[config.mk]
export PLATFORM = sky130hd
export DESIGN_NAME = bftl_scale
export DESIGN_NICKNAME = d
export VERILOG_FILES = /design/src/rtl/core/assert_macros.svh /design/src/rtl/core/bftl_pkg.sv /design/src/rtl/core/bftl_scale.sv
export SDC_FILE = /design/constraint.sdc
export NUM_CORES = 2
export LEC_CHECK = 0
export ABC_CLOCK_PERIOD_IN_PS = 3200
export BUFFER_PORTS_ARGS = -buffer_cell sky130_fd_sc_hd__buf_2
export CORE_ASPECT_RATIO = 1.25
export CORE_UTILIZATION = 66
export DETAILED_ROUTE_END_ITERATION = 8
export PLACE_DENSITY = 0.95
export SLEW_MARGIN = 10
export SYNTH_ARGS = -nofsm -noshare
export SYNTH_HDL_FRONTEND = slang
export SYNTH_SLANG_ARGS = --single-unit
[constraint.sdc]
create_clock -name clk -period 3.2 [get_ports clk]
set_input_delay 0.32 -clock clk [delete_from_list [all_inputs] [get_ports clk]]
set_output_delay 0.32 -clock clk [all_outputs]
set_load 0.01 [all_outputs]
[src/rtl/core/assert_macros.svh]
// Assertion macros for the RTL files of the text layout block; the placement stage uses them.
`ifndef ASSERT_MACROS_SVH
`define ASSERT_MACROS_SVH

// Clocked check, disabled while reset is held.
`define BFTL_ASSERT(name, prop, msg) \
    name: assert property (@(posedge clk) disable iff (!rst_n) prop) else $error(msg);

// Clocked check that also holds during reset.
`define BFTL_ASSERT_ALWAYS(name, prop, msg) \
    name: assert property (@(posedge clk) prop) else $error(msg);

`endif

[src/rtl/core/bftl_pkg.sv]
// Types, constants and a helper function of the bitmap font text layout block.
package bftl_pkg;

    localparam int GLYPH_COUNT_DEF = 128;

    localparam int REQ_W     = 2;
    localparam int CHAR_W    = 7;
    localparam int ATLAS_W   = 12;
    localparam int SIZE_W    = 8;
    localparam int OFS_W     = 8;
    localparam int ADV_W     = 8;
    localparam int POS_W     = 24;
    localparam int SCALE_W   = 16;
    localparam int STEP_W    = 20;
    localparam int CFG_IDX_W = 3;
    localparam int CFG_DAT_W = 24;

    // Glyph table address compare width: covers char codes and up to 256 entries
    localparam int CMP_W     = 9;

    // Product and sum widths
    localparam int PROD_W    = OFS_W + SCALE_W + 1;   // signed offset times scale
    localparam int ADVM_W    = ADV_W + 3;             // advance times up to five
    localparam int ADVP_W    = ADVM_W + SCALE_W;      // scaled pen advance
    localparam int SUM_W     = PROD_W + 2;            // origin + pen + offset
    localparam int SAT_IN_W  = ADVP_W + 2;            // widest value fed to saturation

    // Request types
    localparam logic [REQ_W-1:0] REQ_LOAD  = 2'd0;
    localparam logic [REQ_W-1:0] REQ_START = 2'd1;
    localparam logic [REQ_W-1:0] REQ_CHAR  = 2'd2;

    // Character codes with special handling
    localparam logic [CHAR_W-1:0] CODE_TAB        = 7'd9;
    localparam logic [CHAR_W-1:0] CODE_NEWLINE    = 7'd10;
    localparam logic [CHAR_W-1:0] CODE_SPACE      = 7'd32;
    localparam logic [CHAR_W-1:0] CODE_UNDERSCORE = 7'd95;

    // Configuration register indexes
    localparam logic [CFG_IDX_W-1:0] CFG_ORIGIN_X      = 3'd0;
    localparam logic [CFG_IDX_W-1:0] CFG_ORIGIN_Y      = 3'd1;
    localparam logic [CFG_IDX_W-1:0] CFG_GLYPH_SCALE   = 3'd2;
    localparam logic [CFG_IDX_W-1:0] CFG_ADVANCE_SCALE = 3'd3;
    localparam logic [CFG_IDX_W-1:0] CFG_LINE_STEP     = 3'd4;

    // Configuration reset values
    localparam logic [SCALE_W-1:0] GLYPH_SCALE_RST   = 16'd256;
    localparam logic [SCALE_W-1:0] ADVANCE_SCALE_RST = 16'd205;
    localparam logic [STEP_W-1:0]  LINE_STEP_RST     = 20'd4096;

    typedef enum logic [2:0] {
        OP_START,
        OP_NEWLINE,
        OP_SPACE,
        OP_TAB,
        OP_GLYPH
    } op_t;

    typedef struct packed {
        logic        [ATLAS_W-1:0] atlas_x;
        logic        [ATLAS_W-1:0] atlas_y;
        logic        [SIZE_W-1:0]  width;
        logic        [SIZE_W-1:0]  height;
        logic signed [OFS_W-1:0]   offset_x;
        logic signed [OFS_W-1:0]   offset_y;
        logic        [ADV_W-1:0]   advance;
    } glyph_t;

    typedef struct packed {
        logic signed [POS_W-1:0]   origin_x;
        logic signed [POS_W-1:0]   origin_y;
        logic        [SCALE_W-1:0] glyph_scale;
        logic        [SCALE_W-1:0] advance_scale;
        logic        [STEP_W-1:0]  line_step;
    } cfg_t;

    // Lookup stage to scale stage
    typedef struct packed {
        logic   valid;
        op_t    op;
        glyph_t glyph;
    } lk_t;

    // Scale stage to placement stage
    typedef struct packed {
        logic                      valid;
        op_t                       op;
        logic signed [PROD_W-1:0]  prod_x;
        logic signed [PROD_W-1:0]  prod_y;
        logic        [POS_W-1:0]   size_w;
        logic        [POS_W-1:0]   size_h;
        logic        [ADVP_W-1:0]  adv_prod;
        logic        [ATLAS_W-1:0] atlas_x;
        logic        [ATLAS_W-1:0] atlas_y;
        logic        [SIZE_W-1:0]  atlas_w;
        logic        [SIZE_W-1:0]  atlas_h;
    } sc_t;

    // Clamp to the signed 24-bit screen range.
    function automatic logic signed [POS_W-1:0] sat_pos(input logic signed [SAT_IN_W-1:0] v);
        logic [SAT_IN_W-POS_W:0] top;
        logic signed [POS_W-1:0] r;
        top = v[SAT_IN_W-1:POS_W-1];
        if ((&top) || !(|top)) begin
            r = v[POS_W-1:0];
        end
        else if (v[SAT_IN_W-1]) begin
            r = {1'b1, {(POS_W-1){1'b0}}};
        end
        else begin
            r = {1'b0, {(POS_W-1){1'b1}}};
        end
        return r;
    endfunction

endpackage

[src/rtl/core/bftl_scale.sv]
// Scaling stage: offsets, sizes and pen advance times the Q8.8 scales.
module bftl_scale
    import bftl_pkg::*;
(
    input  logic clk,
    input  logic rst_n,
    input  lk_t  lk,
    output logic lk_take,
    input  cfg_t cfg,
    output sc_t  sc,
    input  logic sc_take
);
    logic                     load;
    logic        [ADVM_W-1:0] adv_base;
    logic        [ADVM_W-1:0] adv_mult;
    logic signed [PROD_W-1:0] prod_x_next;
    logic signed [PROD_W-1:0] prod_y_next;
    logic signed [PROD_W-1:0] gscale;
    sc_t                      sc_reg;

    assign lk_take = !sc_reg.valid || sc_take;
    assign load    = lk.valid && lk_take;

    // Tab moves five underscore advances: 4x + x
    assign adv_base = ADVM_W'(lk.glyph.advance);
    assign adv_mult = (lk.op == OP_TAB) ? ((adv_base << 2) + adv_base) : adv_base;

    assign gscale      = $signed(PROD_W'(cfg.glyph_scale));
    assign prod_x_next = PROD_W'(lk.glyph.offset_x) * gscale;
    assign prod_y_next = PROD_W'(lk.glyph.offset_y) * gscale;

    always_ff @(posedge clk or negedge rst_n)
    begin
        if (!rst_n)
        begin
            sc_reg <= '0;
        end
        else
        begin
            if (lk_take)
            begin
                sc_reg.valid <= lk.valid;
            end
            if (load)
            begin
                sc_reg.op       <= lk.op;
                sc_reg.prod_x   <= prod_x_next;
                sc_reg.prod_y   <= prod_y_next;
                sc_reg.size_w   <= POS_W'(lk.glyph.width) * POS_W'(cfg.glyph_scale);
                sc_reg.size_h   <= POS_W'(lk.glyph.height) * POS_W'(cfg.glyph_scale);
                sc_reg.adv_prod <= ADVP_W'(adv_mult) * ADVP_W'(cfg.advance_scale);
                sc_reg.atlas_x  <= lk.glyph.atlas_x;
                sc_reg.atlas_y  <= lk.glyph.atlas_y;
                sc_reg.atlas_w  <= lk.glyph.width;
                sc_reg.atlas_h  <= lk.glyph.height;
            end
        end
    end

    assign sc = sc_reg;
endmodule

==> results.tsv, run 1 <==
stage	metric	value	unit
yosys	ys.flop_type	dfrtp_1	
yosys	synth_commonest_cells	nand2_1 (649), inv_1 (538), fa_1 (464)	
yosys	synth_area_leaders	fa_1 (32%), dfrtp_1 (15%), ha_1 (12%), nand2_1 (8.4%), and2_1 (7.3%)	
place	place.gp.congestion	0.980	
yosys	seq_area_frac_synth	0.146	
run_status	status	did not finish	
place	placed_area	35400	um^2
yosys	avgSynthCellArea	8.68	um^2
run_status	haltStage	5_1_grt	
global_routing	first_global_vias	38400	
die	chipWidth	189	um
place	hpwlAfterDp	76100	um
clocking	htree_num_levels	4	
yosys	synth_most_common_cell	nand2_1	
yosys	synth_area	28900	um^2
global_routing	grt_pass1_wl	234000	um
global_routing	grt_max_degree	81	
die	die_h	236	um
clocking	cts_buffer_depth	2	
die	fp-row-count	85	
clocking	clock-sinks	169	
yosys	ys_seq_elements	169	
yosys	async_flop_share	1.00	
clocking	numCtsBuffers	17	
yosys	synth_top_area_frac	0.321	
yosys	syn_nets	4244	
place	portBuffers	272	
clocking	cts_root_buf	clkbuf_16	
die	start_util	0.670	
run_status	error	[ERROR GRT-0116] Global routing finished with congestion. Check the congestion regions in the DRC Viewer.	
yosys	synth-edff-count	0	
place	dp_worst_setup_slack	-3.33	ns
yosys	synth.distinct_cells	67	
yosys	syn_inst	3332	
global_routing	grt_overflow	110	
yosys	synth_top_cell_by_area	fa_1	
die	num_io_pins	341	
global_routing	track_usage	0.709	
yosys	yosysWarningCount	0	
place	place_inst	4514	
==> per-layer routing <==
layer | overflow | track usage
met5 | 0 | 0.116
met4 | 47 | 0.727
met3 | 1 | 0.522
met2 | 62 | 0.903
met1 | 0 | 0.706
==> what timing repair did <==
action	CTS
buffers inserted	90
gates cloned	5
hold buffers	1
endpoints found under the hold margin	78
endpoints found under the setup margin	96
resized for setup	464
pin swaps	284
==> metrics by stage <==
step                hold WS, ns  TNS (ns)
detailed placement        0.395   -161.53
CTS                     0.00612    -98.15
floorplan                0.0244    -99.89
global placement          0.395   -147.02
==> cells by family after synthesis <==
group / after synthesis / synth area share
mux: 21 / 0.00748
simple gates: 1205 / 0.199
compound gates: 411 / 0.0898
xor+xnor: 83 / 0.0251
flops: 169 / 0.146
buf+inv: 702 / 0.0913
fa+ha+maj: 741 / 0.441
==> run 2: changes to the inputs <==
CORE_ASPECT_RATIO = not set   (was 1.25)
CORE_UTILIZATION = 40   (was 66)
PLACE_DENSITY = not set   (was 0.95)
PLACE_DENSITY_LB_ADDON = 0.15   (was not set)
==> run 2 against run 1 <==
Net effect: the flow now finishes, with violations (negative setup slack); synthesized cell count unchanged; synthesized area unchanged.
==> results.tsv, run 2 <==
stage	metric	value	unit	change
run_status	status	finished, violations left		
run_status	violations	negative setup slack		
drt	drcViolationCount	0		
clocking	clock-sinks	169		unchanged
cells_and_area	design_area	40300	um^2	
clocking	cts_tree	built		
setup_path	r2r_end	sc[111]$_DFFE_PN0P_		
timing	skew	0.0193	ns	
drt	final_antenna_net_count	0		
die	start_util	0.405		-0.265
timing	hold_viol	0		
yosys	synth_most_common_cell	nand2_1		
global_routing	grt_pass1_wl	139000	um	
timing	setup_tns	-93.80	ns	
yosys	synth-edff-count	0		unchanged
timing	drv_slew	0		
timing	timing.final.crit_share	1.82		
yosys	ys_seq_elements	169		unchanged
yosys	synth-compound-area-share	0.0898		unchanged
cells_and_area	nets	5039		
cells_and_area	fin_util	0.563		
setup_path	rr_startpoint	sc[168]$_DFFE_PN0N_		
yosys	syn_inst	3332		unchanged
yosys	syn_nets	4244		unchanged
clocking	numCtsBuffers	17		unchanged
pwr	power	34.8	mW	
pwr	p_clk_frac	0.064		
setup_path	reg2reg_depth	6		
drt	wl_met2	42800	um	
pwr	pwr_density_cell	865	nW/um^2	
yosys	synthAdderAreaFrac	0.441		unchanged
worst_hold_path	min_delay_worst_endpoint	sc[29]$_DFFE_PN0P_		
drt	highest_layer	met5		
yosys	synth_top_area_frac	0.321		unchanged
timing	timing.final.ws_setup	-2.62	ns	
drt	dr.pass1.iters	4		
job	maxCapViolations	0		
place	place.gp.congestion	0.866		-12%
drt	drt_wl_total	83900	um	
global_routing	grt_overflow	0		
setup_path	worstPathArrival	6.16	ns	
cells_and_area	syn2layout_area_growth	39.1	%	
global_routing	first_global_vias	26500		
place	place_inst	4931		+9.2%
cells_and_area	diodes	0		
timing	slew_headroom	0.559		
die	core-area	71500	um^2	
yosys	async_flop_share	1.00		unchanged
yosys	seq_area_frac_synth	0.146		unchanged
yosys	synthMuxAreaShare	0.00748		unchanged
clocking	cts_root_buf	clkbuf_16		
yosys	avgSynthCellArea	8.68	um^2	unchanged
clocking	cts_buffer_depth	2		unchanged
die	die_h	271	um	+15%
drt	num_vias	24500		
setup_path	worstPathMaxFanout	6		
die	die-area	73400	um^2	
die	fp-row-count	98		+15%
drt	wl_met3	1740	um	
clocking	htree_num_levels	4		unchanged
yosys	synth.distinct_cells	67		unchanged
clocking	clock_latency	0.50	ns	
global_routing	grt_max_degree	69		
timing	worst_pin_slew	0.662	ns	
yosys	ys.flop_type	dfrtp_1		
place	portBuffers	272		unchanged
pwr	p_comb_frac	0.842		
cells_and_area	drive_gt1_frac	0.345		
worst_hold_path	whs_path_depth	3		
yosys	synth_commonest_cells	nand2_1 (649), inv_1 (538), fa_1 (464)		
timing	setup_viol	92		
timing	rsz0062_at_grt	yes		
setup_path	worstSetupStartpointType	input port		
pwr	irDropWorstVdd	572	uV	
drt	drt_iter0_drc	932		
place	dp_worst_setup_slack	-3.29	ns	+0.0436 ns
setup_path	cp.required	3.54	ns	
yosys	synth_xor_area_frac	0.0251		unchanged
pwr	power_switching	15.7	mW	
drt	wire_per_inst	16.5	um	
pwr	switching_share	0.451		
drt	wl_met1	37000	um	
cells_and_area	final_common_cell	nand2_1		
yosys	synth_top_cell_by_area	fa_1		
pwr	power_frac_seq	0.095		
worst_hold_path	hold_path.class	in -> reg		
global_routing	antenna_found_initial	3		
die	num_io_pins	341		unchanged
cells_and_area	final_cell_mix	nand2_1 (606), buf_4 (530), inv_1 (483)		
place	hpwlAfterDp	67600	um	-11%
drt	via_per_inst	4.81		
setup_path	endpoint_kind	flop		
cells_and_area	largest_reg_flops	169		
global_routing	track_usage	0.237		
worst_hold_path	hold_start	lk[53]		
cells_and_area	stdcell_count	5089		
place	placed_area	36200	um^2	+2.2%
yosys	synth_top_family_by_area	adder cells		
clocking	cts.clk_slew.worst_paths	0.07	ns	
timing	holdWs	0.0279	ns	
yosys	synth_area_leaders	fa_1 (32%), dfrtp_1 (15%), ha_1 (12%), nand2_1 (8.4%), and2_1 (7.3%)		
pwr	p_int	19.1	mW	
timing	period_minus_slack	5.82	ns	
yosys	synth-simple-area-share	0.199		unchanged
die	chipWidth	271	um	+43%
yosys	yosysWarningCount	0		unchanged
timing	fmax	172	MHz	
pwr	leakage	20.2	nW	
setup_path	critPathKind	in -> reg		
yosys	synth_area	28900	um^2	unchanged
setup_path	ff2ff_setup_slack	1.25	ns	
==> run 2: kinds of logic after synthesis <==
logic type      Yosys count
flops                   169
simple gates           1205
xor+xnor                 83
compound gates          411
fa+ha+maj               741
buf+inv                 702
mux                      21
==> run 2: how the worst max path moves through the flow <==
stage / start / end / slack (ns) / cells after the start
final: lk[0] / sc[60]$_DFFE_PN0P_ / -2.62 / 26
after global routing: lk[0] / sc[60]$_DFFE_PN0P_ / -2.79 / 26
after CTS: lk[0] / sc[64]$_DFFE_PN0P_ / -2.57 / 25
after detailed placement: lk[0] / sc[64]$_DFFE_PN0P_ / -3.29 / 26
after global placement: lk[0] / sc[64]$_DFFE_PN0P_ / -3.26 / 26
after floorplan: lk[0] / sc[64]$_DFFE_PN0P_ / -2.85 / 27
==> run 2: power groups by stage <==
stage	clock network (mW)	logic (mW)	registers, mW
2_1_floorplan	0	14.4	3.62
3_3_place_gp	0	23.8	3.34
3_5_place_dp	0	23.8	3.35
4_1_cts	2.30	27.6	3.31
5_1_grt	2.35	32.3	3.39
6_report	2.22	29.3	3.29
==> run 2: critical path, stage by stage <==
cell	delay [ns]
buf_8	0.11
ha_4	0.16
fa_2	0.36
a21o_1	0.17
a21oi_2	0.14
o21bai_1	0.11
a21oi_2	0.21
xor2_2	0.20
nor2_4	0.08
and2_4	0.14
fa_1	0.57
fa_1	0.44
fa_1	0.48
fa_1	0.54
inv_2	0.05
fa_1	0.51
inv_2	0.05
ha_4	0.26
and4_4	0.22
and3_4	0.18
nand3_2	0.09
and2_4	0.18
buf_4	0.14
o31ai_4	0.23
xnor2_1	0.14
o21ai_1	0.07
==> run 2: repair_timing <==
item / CTS / global route
resized for setup: 427 / 193
setup endpoints to repair: 96 / 96
hold buffers: 10 / 0
pin swaps: 281 / 255
cloned: 2 / 2
endpoints found under the hold margin: 73 / 0
buffers inserted: 85 / 45
==> run 2: layout make-up <==
class,instances,area [um^2]
Inverter,538,2020
Tap cell,950,1190
Timing Repair Buffer,940,7610
Sequential cell,169,4230
Clock inverter,10,109
Fill cell,6525,31200
Multi-Input combinational cell,2461,24600
Clock buffer,21,470
==> run 2: metal layers <==
metal | global-route usage | vias to the layer above
li1 | - | 11900
met1 | 0.303 | 12200
met3 | 0.0251 | 101
met4 | 0.0608 | 6
met2 | 0.425 | 290
met5 | 0 | -
No activity file was read; power rests on OpenSTA's default activity.
