==> src/rtl/core/assert_macros.svh <==
// Assertion macros for the RTL files of the text layout block; the placement stage uses them.
`ifndef ASSERT_MACROS_SVH
`define ASSERT_MACROS_SVH

// Clocked check, disabled while reset is held.
`define BFTL_ASSERT(name, prop, msg) \
    name: assert property (@(posedge clk) disable iff (!rst_n) prop) else $error(msg);

// Clocked check that also holds during reset.
`define BFTL_ASSERT_ALWAYS(name, prop, msg) \
    name: assert property (@(posedge clk) prop) else $error(msg);

`endif

==> src/rtl/core/bftl_pkg.sv <==
// Types, constants and a helper function of the bitmap font text layout block.
package bftl_pkg;

    localparam int GLYPH_COUNT_DEF = 128;

    localparam int REQ_W     = 2;
    localparam int CHAR_W    = 7;
    localparam int ATLAS_W   = 12;
    localparam int SIZE_W    = 8;
    localparam int OFS_W     = 8;
    localparam int ADV_W     = 8;
    localparam int POS_W     = 24;
    localparam int SCALE_W   = 16;
    localparam int STEP_W    = 20;
    localparam int CFG_IDX_W = 3;
    localparam int CFG_DAT_W = 24;

    // Glyph table address compare width: covers char codes and up to 256 entries
    localparam int CMP_W     = 9;

    // Product and sum widths
    localparam int PROD_W    = OFS_W + SCALE_W + 1;   // signed offset times scale
    localparam int ADVM_W    = ADV_W + 3;             // advance times up to five
    localparam int ADVP_W    = ADVM_W + SCALE_W;      // scaled pen advance
    localparam int SUM_W     = PROD_W + 2;            // origin + pen + offset
    localparam int SAT_IN_W  = ADVP_W + 2;            // widest value fed to saturation

    // Request types
    localparam logic [REQ_W-1:0] REQ_LOAD  = 2'd0;
    localparam logic [REQ_W-1:0] REQ_START = 2'd1;
    localparam logic [REQ_W-1:0] REQ_CHAR  = 2'd2;

    // Character codes with special handling
    localparam logic [CHAR_W-1:0] CODE_TAB        = 7'd9;
    localparam logic [CHAR_W-1:0] CODE_NEWLINE    = 7'd10;
    localparam logic [CHAR_W-1:0] CODE_SPACE      = 7'd32;
    localparam logic [CHAR_W-1:0] CODE_UNDERSCORE = 7'd95;

    // Configuration register indexes
    localparam logic [CFG_IDX_W-1:0] CFG_ORIGIN_X      = 3'd0;
    localparam logic [CFG_IDX_W-1:0] CFG_ORIGIN_Y      = 3'd1;
    localparam logic [CFG_IDX_W-1:0] CFG_GLYPH_SCALE   = 3'd2;
    localparam logic [CFG_IDX_W-1:0] CFG_ADVANCE_SCALE = 3'd3;
    localparam logic [CFG_IDX_W-1:0] CFG_LINE_STEP     = 3'd4;

    // Configuration reset values
    localparam logic [SCALE_W-1:0] GLYPH_SCALE_RST   = 16'd256;
    localparam logic [SCALE_W-1:0] ADVANCE_SCALE_RST = 16'd205;
    localparam logic [STEP_W-1:0]  LINE_STEP_RST     = 20'd4096;

    typedef enum logic [2:0] {
        OP_START,
        OP_NEWLINE,
        OP_SPACE,
        OP_TAB,
        OP_GLYPH
    } op_t;

    typedef struct packed {
        logic        [ATLAS_W-1:0] atlas_x;
        logic        [ATLAS_W-1:0] atlas_y;
        logic        [SIZE_W-1:0]  width;
        logic        [SIZE_W-1:0]  height;
        logic signed [OFS_W-1:0]   offset_x;
        logic signed [OFS_W-1:0]   offset_y;
        logic        [ADV_W-1:0]   advance;
    } glyph_t;

    typedef struct packed {
        logic signed [POS_W-1:0]   origin_x;
        logic signed [POS_W-1:0]   origin_y;
        logic        [SCALE_W-1:0] glyph_scale;
        logic        [SCALE_W-1:0] advance_scale;
        logic        [STEP_W-1:0]  line_step;
    } cfg_t;

    // Lookup stage to scale stage
    typedef struct packed {
        logic   valid;
        op_t    op;
        glyph_t glyph;
    } lk_t;

    // Scale stage to placement stage
    typedef struct packed {
        logic                      valid;
        op_t                       op;
        logic signed [PROD_W-1:0]  prod_x;
        logic signed [PROD_W-1:0]  prod_y;
        logic        [POS_W-1:0]   size_w;
        logic        [POS_W-1:0]   size_h;
        logic        [ADVP_W-1:0]  adv_prod;
        logic        [ATLAS_W-1:0] atlas_x;
        logic        [ATLAS_W-1:0] atlas_y;
        logic        [SIZE_W-1:0]  atlas_w;
        logic        [SIZE_W-1:0]  atlas_h;
    } sc_t;

    // Clamp to the signed 24-bit screen range.
    function automatic logic signed [POS_W-1:0] sat_pos(input logic signed [SAT_IN_W-1:0] v);
        logic [SAT_IN_W-POS_W:0] top;
        logic signed [POS_W-1:0] r;
        top = v[SAT_IN_W-1:POS_W-1];
        if ((&top) || !(|top)) begin
            r = v[POS_W-1:0];
        end
        else if (v[SAT_IN_W-1]) begin
            r = {1'b1, {(POS_W-1){1'b0}}};
        end
        else begin
            r = {1'b0, {(POS_W-1){1'b1}}};
        end
        return r;
    endfunction

endpackage

==> src/rtl/core/bftl_if.sv <==


interface bftl_quad_if
    import bftl_pkg::*;
();
    logic                     valid;
    logic                     ready;
    logic signed [POS_W-1:0]   screen_x;
    logic signed [POS_W-1:0]   screen_y;
    logic        [POS_W-1:0]   screen_w;
    logic        [POS_W-1:0]   screen_h;
    logic        [ATLAS_W-1:0] atlas_x;
    logic        [ATLAS_W-1:0] atlas_y;
    logic        [SIZE_W-1:0]  atlas_w;
    logic        [SIZE_W-1:0]  atlas_h;

    modport source (
        output valid, screen_x, screen_y, screen_w, screen_h, atlas_x, atlas_y,
               atlas_w, atlas_h,
        input  ready
    );
    modport sink (
        input  valid, screen_x, screen_y, screen_w, screen_h, atlas_x, atlas_y,
               atlas_w, atlas_h,
        output ready
    );
endinterface


==> src/rtl/core/bftl_place.sv <==
// Placement stage: pen update, saturated quad position and output register.
module bftl_place
    import bftl_pkg::*;
(
    input  logic        clk,
    input  logic        rst_n,
    input  sc_t         sc,
    output logic        sc_take,
    input  cfg_t        cfg,
    bftl_quad_if.source quad
);
    `include "assert_macros.svh"

    logic signed [POS_W-1:0]    pen_x_reg;
    logic signed [POS_W-1:0]    pen_x_next;
    logic signed [POS_W-1:0]    pen_y_reg;
    logic signed [POS_W-1:0]    pen_y_next;
    logic                       out_valid_reg;
    logic                       out_valid_next;
    logic                       quad_free;
    logic                       sc_fire;
    logic                       emit;
    logic signed [SUM_W-1:0]    sum_x;
    logic signed [SUM_W-1:0]    sum_y;
    logic signed [SAT_IN_W-1:0] adv_sum;
    logic signed [SAT_IN_W-1:0] line_sum;
    logic signed [POS_W-1:0]    scr_x_reg;
    logic signed [POS_W-1:0]    scr_y_reg;
    logic        [POS_W-1:0]    scr_w_reg;
    logic        [POS_W-1:0]    scr_h_reg;
    logic        [ATLAS_W-1:0]  atl_x_reg;
    logic        [ATLAS_W-1:0]  atl_y_reg;
    logic        [SIZE_W-1:0]   atl_w_reg;
    logic        [SIZE_W-1:0]   atl_h_reg;

    // Items without a quad never wait on the output side
    assign quad_free = !out_valid_reg || quad.ready;
    assign sc_fire   = sc.valid && ((sc.op != OP_GLYPH) || quad_free);
    assign sc_take   = !sc.valid || sc_fire;
    assign emit      = sc_fire && (sc.op == OP_GLYPH);

    assign sum_x    = SUM_W'(cfg.origin_x) + SUM_W'(pen_x_reg) + SUM_W'(sc.prod_x);
    assign sum_y    = SUM_W'(cfg.origin_y) + SUM_W'(pen_y_reg) + SUM_W'(sc.prod_y);
    assign adv_sum  = SAT_IN_W'(pen_x_reg) + $signed(SAT_IN_W'(sc.adv_prod));
    assign line_sum = SAT_IN_W'(pen_y_reg) + $signed(SAT_IN_W'(cfg.line_step));

    always_comb
    begin
        pen_x_next = pen_x_reg;
        pen_y_next = pen_y_reg;
        if (sc_fire)
        begin
            case (sc.op)
                OP_START:
                begin
                    pen_x_next = '0;
                    pen_y_next = '0;
                end
                OP_NEWLINE:
                begin
                    pen_x_next = '0;
                    pen_y_next = sat_pos(line_sum);
                end
                OP_SPACE, OP_TAB, OP_GLYPH: pen_x_next = sat_pos(adv_sum);
                default:
                begin
                    pen_x_next = pen_x_reg;
                    pen_y_next = pen_y_reg;
                end
            endcase
        end
    end

    always_comb
    begin
        out_valid_next = out_valid_reg && !quad.ready;
        if (emit)
        begin
            out_valid_next = 1'b1;
        end
    end

    always_ff @(posedge clk or negedge rst_n)
    begin
        if (!rst_n)
        begin
            pen_x_reg     <= '0;
            pen_y_reg     <= '0;
            out_valid_reg <= 1'b0;
        end
        else
        begin
            pen_x_reg     <= pen_x_next;
            pen_y_reg     <= pen_y_next;
            out_valid_reg <= out_valid_next;
        end
    end

    always_ff @(posedge clk)
    begin
        if (emit)
        begin
            scr_x_reg <= sat_pos(SAT_IN_W'(sum_x));
            scr_y_reg <= sat_pos(SAT_IN_W'(sum_y));
            scr_w_reg <= sc.size_w;
            scr_h_reg <= sc.size_h;
            atl_x_reg <= sc.atlas_x;
            atl_y_reg <= sc.atlas_y;
            atl_w_reg <= sc.atlas_w;
            atl_h_reg <= sc.atlas_h;
        end
    end

    assign quad.valid    = out_valid_reg;
    assign quad.screen_x = scr_x_reg;
    assign quad.screen_y = scr_y_reg;
    assign quad.screen_w = scr_w_reg;
    assign quad.screen_h = scr_h_reg;
    assign quad.atlas_x  = atl_x_reg;
    assign quad.atlas_y  = atl_y_reg;
    assign quad.atlas_w  = atl_w_reg;
    assign quad.atlas_h  = atl_h_reg;

    `BFTL_ASSERT(a_start_clears_pen,
        sc_fire && sc.op == OP_START |=> pen_x_reg == '0 && pen_y_reg == '0,
        "pen not cleared after start")
    `BFTL_ASSERT(a_newline_returns,
        sc_fire && sc.op == OP_NEWLINE |=> pen_x_reg == '0,
        "pen x not returned after newline")
    `BFTL_ASSERT(a_quad_from_glyph,
        $rose(out_valid_reg) |-> $past(sc.valid && sc.op == OP_GLYPH),
        "quad raised without a glyph item")
    `BFTL_ASSERT(a_no_quad_never_waits,
        sc.valid && sc.op != OP_GLYPH |-> sc_take,
        "item without quad held in scale stage")
endmodule

==> src/flat_wrapper.sv <==
// flat-port wrapper written by rule: the top's interface ports become plain ports
module bftl_place_flat import bftl_pkg::*;
  (clk, rst_n, sc, sc_take, cfg, quad_valid, quad_screen_x, quad_screen_y, quad_screen_w, quad_screen_h, quad_atlas_x, quad_atlas_y, quad_atlas_w, quad_atlas_h, quad_ready);
  bftl_quad_if quad_i ();
  input  logic clk;
  input  logic rst_n;
  input  sc_t sc;
  output logic sc_take;
  input  cfg_t cfg;
  output wire logic [$bits(quad_i.valid)-1:0] quad_valid;
  output wire logic [$bits(quad_i.screen_x)-1:0] quad_screen_x;
  output wire logic [$bits(quad_i.screen_y)-1:0] quad_screen_y;
  output wire logic [$bits(quad_i.screen_w)-1:0] quad_screen_w;
  output wire logic [$bits(quad_i.screen_h)-1:0] quad_screen_h;
  output wire logic [$bits(quad_i.atlas_x)-1:0] quad_atlas_x;
  output wire logic [$bits(quad_i.atlas_y)-1:0] quad_atlas_y;
  output wire logic [$bits(quad_i.atlas_w)-1:0] quad_atlas_w;
  output wire logic [$bits(quad_i.atlas_h)-1:0] quad_atlas_h;
  input wire logic [$bits(quad_i.ready)-1:0] quad_ready;
  assign quad_valid = quad_i.valid;
  assign quad_screen_x = quad_i.screen_x;
  assign quad_screen_y = quad_i.screen_y;
  assign quad_screen_w = quad_i.screen_w;
  assign quad_screen_h = quad_i.screen_h;
  assign quad_atlas_x = quad_i.atlas_x;
  assign quad_atlas_y = quad_i.atlas_y;
  assign quad_atlas_w = quad_i.atlas_w;
  assign quad_atlas_h = quad_i.atlas_h;
  assign quad_i.ready = quad_ready;
  bftl_place u_core (.clk(clk), .rst_n(rst_n), .sc(sc), .sc_take(sc_take), .cfg(cfg), .quad(quad_i));
endmodule
==> config.mk <==
export PLATFORM = sky130hd
export DESIGN_NAME = bftl_place_flat
export DESIGN_NICKNAME = d
export VERILOG_FILES = /design/src/rtl/core/bftl_pkg.sv /design/src/rtl/core/bftl_if.sv /design/src/rtl/core/bftl_place.sv /design/src/flat_wrapper.sv
export VERILOG_INCLUDE_DIRS = /design/src /design/src/rtl/core
export SDC_FILE = /design/constraint.sdc
export NUM_CORES = 1
export LEC_CHECK = 0
export BUFFER_PORTS_ARGS = -buffer_cell sky130_fd_sc_hd__buf_2
export CORE_ASPECT_RATIO = 1.4
export CORE_MARGIN = 2
export CORE_UTILIZATION = 48
export CTS_BUF_LIST = sky130_fd_sc_hd__clkbuf_8
export CTS_CLUSTER_DIAMETER = 120
export DETAILED_ROUTE_END_ITERATION = 10
export MAX_ROUTING_LAYER = met4
export PLACE_DENSITY = 0.83
export SETUP_SLACK_MARGIN = 0.4
export SKIP_CTS_REPAIR_TIMING = 1
export SLEW_MARGIN = 10
export SYNTH_ARGS = -nofsm -noshare
export SYNTH_HDL_FRONTEND = slang
export SYNTH_SLANG_ARGS = --single-unit
==> constraint.sdc <==
create_clock -name clk -period 7.15 [get_ports clk]
set_clock_uncertainty 0.1 [all_clocks]
set_input_delay 1.43 -clock clk [delete_from_list [all_inputs] [get_ports clk]]
set_output_delay 1.43 -clock clk [all_outputs]
set_load 0.005 [all_outputs]
==> results of run 1 <==
-- how the worst max path moves through the flow --
stage                 start                  endpoint  slack, ns  cells past startpoint
finish              sc[141]  u_core.quad.screen_x[19]       2.03                     14
global route        sc[141]  u_core.quad.screen_x[19]       1.86                     14
CTS                 sc[141]  u_core.quad.screen_x[19]       2.15                     14
detailed placement  sc[141]  u_core.quad.screen_x[19]       1.66                     14
global placement    sc[141]  u_core.quad.screen_x[20]       1.78                     14
floorplan           sc[166]    u_core.quad.atlas_h[0]       1.39                      2
-- through the flow --
stage | util | cell area (um2) | worst slack, ns | std cells | power, mW
CTS | 0.5905 | 15360 | 2.148 | 1876 | 5.248
detailed placement | 0.5746 | 14950 | 1.658 | 1844 | 4.485
finish | 0.5911 | 15370 | 2.027 | 1882 | 5.269
global route | 0.5911 | 15370 | 1.855 | 1882 | 5.690
floorplan | - | 12680 | 1.393 | 1162 | 3.782
global placement | 0.5746 | 14950 | 1.781 | 1844 | 4.373
-- critical path, cell delays in order --
cell,delay (ns)
buf_2,0.11
fa_1,0.47
ha_1,0.26
fa_1,0.44
a211oi_1,0.38
o21a_1,0.20
nor3_2,0.08
a21oi_1,0.21
a31oi_1,0.25
a311oi_1,0.67
o22ai_1,0.15
a31oi_1,0.17
buf_4,0.26
o21ai_0,0.15
-- logic make-up after synthesis --
logic type | count (synthesis)
AOI/OAI and AO/OA | 408
xor gates and xnor gates | 72
adders and majority gates | 150
buffers and inverters | 75
DFF | 185
muxes | 5
and+or+nand+nor | 267
-- area by class of cell --
| cell class | instances | share of cell area |
|---|---|---|
| repair buffers | 389 | 0.1286 |
| flip-flops and latches | 185 | 0.3454 |
| clock inverters | 14 | 0.01082 |
| clock buffers | 18 | 0.01611 |
| diodes | 6 | 0.0009766 |
| multi-input cells | 902 | 0.4610 |
| well taps | 324 | 0.02637 |
| inverters | 44 | 0.01074 |
-- cell usage in the layout, fill, tap and decap left out, drive strengths merged, types with 21 or more instances in the layout --
cell type and instances:
edfxtp 136, fa 54, o211ai 25, xnor2 40, nand2 94, dfrtp 49
ha 96, a21oi 94, buf 389, inv 50, xor2 32, nand3 21
a21o 57, nor2 55, o21ai 83
-- cell usage after synthesis, drive strengths merged, types with 15 or more instances --
library cell  instances
nand2b               17
o211ai               25
ha                   96
nand3                21
nor2                 55
xor2                 32
o21a                 20
a21o                 57
clkbuf               21
inv                  44
dfrtp                49
nor3                 20
a31oi                15
edfxtp              136
xnor2                40
o21ai                83
a21oi                94
nand2                94
fa                   54
-- report_power, final --
part	internal [mW]	switching [mW]	total [mW]	leakage [nW]
combinational	1.32	1.70	3.02	4.88
sequential	1.38	0.125	1.51	1.84
clock	0.330	0.413	0.743	0.208
-- routing by layer --
| metal | share of wire | wire length [um] |
|---|---|---|
| met5 | 0 | 0 |
| met4 | 0.038 | 1350 |
| met3 | 0.070 | 2511 |
| met2 | 0.53 | 18930 |
| met1 | 0.36 | 12960 |
==> results_dict.tcl, run 1 <==
set metrics [dict create \
    status "completed" \
    synth_area_leaders "edfxtp_1 32%, dfrtp_1 9.7%, ha_1 9.5%, fa_1 8.5%, a21oi_1 3.7%" \
    fmax_mhz 195.2 \
    reg2reg_depth 13 \
    peakVddDrop_mv 0.1951 \
    worst_pin_slew_ns 0.8881 \
    clk_pin_slew_ns 0.10 \
    syn_nets 1584 \
    muxShareOfSynthArea 0.004146 \
    clock_latency_ns 0.47 \
    netlist_instances 1162 \
    criticalPathCategory "in -> reg" \
    antenna_left 0 \
    synthesis.area_mm2 0.01267 \
    overflow 0 \
    io_buffers 377 \
    min_path_type "reg -> reg" \
    cts_max_path_buffers 2 \
    nets 1961 \
    start_util 0.4873 \
    yosys.cell_types.count 83 \
    yosysTopAreaCell "edfxtp_1" \
    grt_util_met3 0.05223 \
    finalSetupTns_ns 0 \
    path_max_fanout 22 \
    arrival_ns 5.23 \
    ys_seq_elements 185 \
    grt_use_met1 0.2761 \
    die_area_mm2 0.02774 \
    period_minus_slack_ns 5.123 \
    holdPathStages 2 \
    htree_levels 4 \
    synth_compound_area_frac 0.2207 \
    multiInputGateArea_mm2 0.007088 \
    track_usage 0.2619 \
    antenna_found_initial 6 \
    critPathLaunchType "input pin" \
    rows 70 \
    register_area_mm2 0.005310 \
    layout-area-overhead-vs-synth_pct 21.30 \
    drt_iter0_markers 628 \
    slew_headroom 0.4065 \
    cts.sinks 185 \
    synth-simple-area-share 0.1022 \
    seq_area_frac_synth 0.4190 \
    synth-async-reset-ratio 0.2649 \
    fillers 2194 \
    use_met2 0.4723 \
    gp_congestion 0.9960 \
    synthFlopType "edfxtp_1" \
    crit_path_end_kind "flop" \
    finalCritPeriodShare 0.7165 \
    grt_pass1_wl_um 55370 \
    grt_pass1_vias 11052 \
    hold_slack_ns 0.4704 \
    yosysWarnings 0 \
    hpwlAfterDp_um 29160 \
    drive_gt1_frac 0.2932 \
    vias 10959 \
    numCtsBuffers 17 \
    routed_wl_um 35750 \
    synthXorXnorAreaFrac 0.04975 \
    root_buffer "clkbuf_8" \
    regToRegStartpoint "u_core.pen_x_reg[1]" \
    synth_edf_count 136 \
    viasPerCell 5.823 \
    grt_max_degree 58 \
    rsz0062_at_grt "false" \
    worstPathRequired_ns 7.26 \
    die_height_um 196.3 \
    setup_viol 0 \
    core_mm2 0.02601 \
    grt_busiest_layer "met2" \
    power_density_mw_per_mm2 342.7 \
    r2r_slack_ns 2.66 \
    maxCapViolCount 0 \
    drc 0 \
    synth_top_family_by_area "compound AO/OA/AOI/OAI gates" \
    hold_violations 0 \
    synth.avg_cell_area_um2 10.91 \
    io_pins 410 \
    maxSlewViolCount 0 \
    synth_top_area_share 0.3222 \
    whs_endpoint "u_core.pen_y_reg[9]" \
    holdCritStartpoint "u_core.pen_y_reg[9]" \
    synthAdderAreaFrac 0.1801 \
    leakagePower_nw 6.926 \
    drt-wirelength-per-cell_um 18.99 \
    die_width_um 141.3 \
    r2r_end "u_core.quad.screen_x[19]" \
    dr.pass1.iters 7 \
    tritoncts "built" \
]
No activity file was read; power rests on OpenSTA's default activity.
==> run 2, diff against run 1 <==
ABC_AREA = 1   (was not set)
CORE_UTILIZATION = 49   (was 48)
PLACE_DENSITY = 0.84   (was 0.83)
clock period = 4.7 ns   (was 7.15 ns; I/O delays follow)
==> run 2 against run 1 <==
First-iteration DRC count is 4.3% higher. Critical path depth unchanged. Count of clock-buffer cells in the layout down 1. Routed wire length rose by 20%. Die area grew 5.0%. Utilization grew 0.53 points. Sequential cell count unchanged. Combinational power is 55% higher. Sequential power is 54% higher. Critical endpoint is now u_core.quad.screen_x[6]. Final area is 6.6% higher.
==> results_dict.tcl, run 2 <==
set metrics [dict create \
    status "completed" \
    layout_commonest_cell "nand2_1" \
    synthXorXnorAreaFrac 0.05471 \
    pre_cts_ws_ns 0.2706 \
    routed_wl_um 42830 \
    io_buffers 377 \
    overflow 0 \
    synth-simple-area-share 0.2420 \
    die_height_um 201.2 \
    hpwlAfterDp_um 35820 \
    peakVddDrop_mv 0.2376 \
    htree_levels 4 \
    worstPathRequired_ns 4.83 \
    post-synth-top-count-cell "nand2_1" \
    critPathLaunchType "input pin" \
    setup_viol 0 \
    io_pins 410 \
    antenna_found_initial 15 \
    arrival_ns 4.02 \
    syn_nets 2039 \
    synth-async-reset-ratio 0.2649 \
    synth_top_area_share 0.3001 \
    synth_compound_area_frac 0.08395 \
    fmax_mhz 256.7 \
    grt_pass1_vias 12226 \
    synthAdderAreaFrac 0.1677 \
    power_mw 8.173 \
    layout-area-overhead-vs-synth_pct 20.42 \
    pwr-share-clk 0.144 \
    synthTopCellsByCount "567 x nand2_1, 177 x inv_1, 136 x edfxtp_1" \
    drive_gt1_frac 0.2291 \
    swShare 0.4691 \
    criticalPathCategory "in -> reg" \
    nets 2421 \
    p_comb_frac 0.572 \
    drt_iter0_markers 655 \
    grt_pass1_wl_um 64230 \
    synth_area_leaders "edfxtp_1 30%, nand2_1 16%, dfrtp_1 9.0%, ha_1 8.8%, fa_1 7.9%" \
    layout_common_cells "567 x nand2_1, 377 x buf_2, 177 x inv_1" \
    switchingPower_mw 3.834 \
    synthFlopType "edfxtp_1" \
    synth_top_family_by_area "simple AND/OR/NAND/NOR gates" \
    period_minus_slack_ns 3.896 \
    path_max_fanout 23 \
    seq_area_frac_synth 0.3903 \
    clk_pin_slew_ns 0.11 \
    maxCapViolCount 0 \
    die_width_um 144.8 \
    slew_headroom 0.4089 \
    yosysTopAreaCell "edfxtp_1" \
    dr.pass1.iters 6 \
    die_area_mm2 0.02914 \
    tritoncts "built" \
    start_util 0.4952 \
    crit_path_end_kind "flop" \
    setup_ws_ns 0.8037 \
    track_usage 0.3016 \
    synth_edf_count 136 \
    antenna_left 0 \
    cp-startpoint "sc[141]" \
    root_buffer "clkbuf_8" \
    hold_slack_ns 0.4342 \
    cts.sinks 185 \
    numCtsBuffers 17 \
    leakagePower_nw 8.324 \
    rows 72 \
    core_mm2 0.02748 \
    ys_seq_elements 185 \
    viasPerCell 5.171 \
    finalSetupTns_ns 0 \
    drt-wirelength-per-cell_um 17.87 \
    regToRegStartpoint "u_core.pen_x_reg[1]" \
    synth.avg_cell_area_um2 8.415 \
    final_area_mm2 0.01639 \
    rsz0062_at_grt "false" \
    synthesis.area_mm2 0.01361 \
    netlist_instances 1617 \
    maxSlewViolCount 0 \
    drc 0 \
    worst_pin_slew_ns 0.8860 \
    internal_power_mw 4.339 \
    fillers 2524 \
    gp_congestion 1.032 \
    vias 12394 \
    yosys.cell_types.count 44 \
    min_path_type "reg -> reg" \
    clock_latency_ns 0.51 \
    grt_max_degree 65 \
    muxShareOfSynthArea 0 \
    holdCritStartpoint "u_core.pen_x_reg[0]" \
    hold_violations 0 \
    seqPwrFrac 0.283 \
    power_density_mw_per_mm2 498.8 \
    cts_max_path_buffers 2 \
    yosysWarnings 0 \
    finalCritPeriodShare 0.8290 \
    place_area_mm2 0.01589 \
]
==> run 2: routing by layer <==
metal	vias up	wire, um	part of all wire	track usage
li1	6093	-	-	-
met3	96	3998	0.093	0.07758
met5	-	0	0	-
met1	5696	15600	0.36	0.3251
met2	509	21370	0.50	0.5179
met4	0	1868	0.044	0.1307
==> run 2: area by class of cell <==
class                           instances  area, um2  share of cell area
Clock inverter                         15      220.2             0.01344
Tap cell                              370      462.9             0.02825
Clock buffer                           17      234.0             0.01428
Sequential cell                       185       5310              0.3241
Timing Repair Buffer                  385       1972              0.1203
Antenna cell                           15      37.54            0.002291
Inverter                              181      679.4             0.04146
Multi-Input combinational cell       1229       7470              0.4559
==> run 2: path summary, 6_finish.rpt <==
kind / depth (start not counted) / slack (ns) / to
worst min-delay path: 2 / 0.43 / u_core.pen_x_reg[0]
max in group asynchronous: 2 / 3.59 / u_core.pen_x_reg[22]
worst max register to register: 13 / 0.91 / u_core.quad.screen_x[6]
worst min register to register: 2 / 0.43 / u_core.pen_x_reg[0]
worst max-delay path: 14 / 0.80 / u_core.quad.screen_x[6]
min in group asynchronous: 2 / 0.45 / u_core.quad.valid
==> run 2: logic make-up (layout without fill, tap and decap cells) <==
logic type                 Yosys count  in the layout
adders and majority gates          150            150
buffers and inverters              203            598
AOI/OAI and AO/OA                  193            193
and+or+nand+nor                    801            801
DFF                                185            185
other                                0             15
xor gates and xnor gates            85             85
==> run 2: stage by stage <==
stage               instances  utilization
finish                   2397       0.5964
CTS                      2382       0.5950
detailed placement       2350       0.5785
floorplan                1617            -
global placement         2350       0.5785
global route             2396       0.5963
==> run 2: power groups by stage <==
stage          Clock [mW]  Combinational, mW  Sequential (mW)
2_1_floorplan           0               3.52             2.28
3_3_place_gp            0               4.51             2.34
3_5_place_dp            0               4.59             2.34
4_1_cts              1.21               4.62             2.31
5_1_grt              1.26               5.28             2.33
6_report             1.18               4.68             2.32
==> run 2: critical path, stage by stage <==
cell and delay [ns]:
buf_2 0.11, fa_1 0.49, ha_1 0.24, fa_1 0.41
nand3_1 0.10, nand2_1 0.11, a21oi_2 0.29, inv_1 0.12
nand3_1 0.11, nand3_1 0.08, nand2_1 0.06, nand2_1 0.07
o21bai_2 0.72, nand2_1 0.16
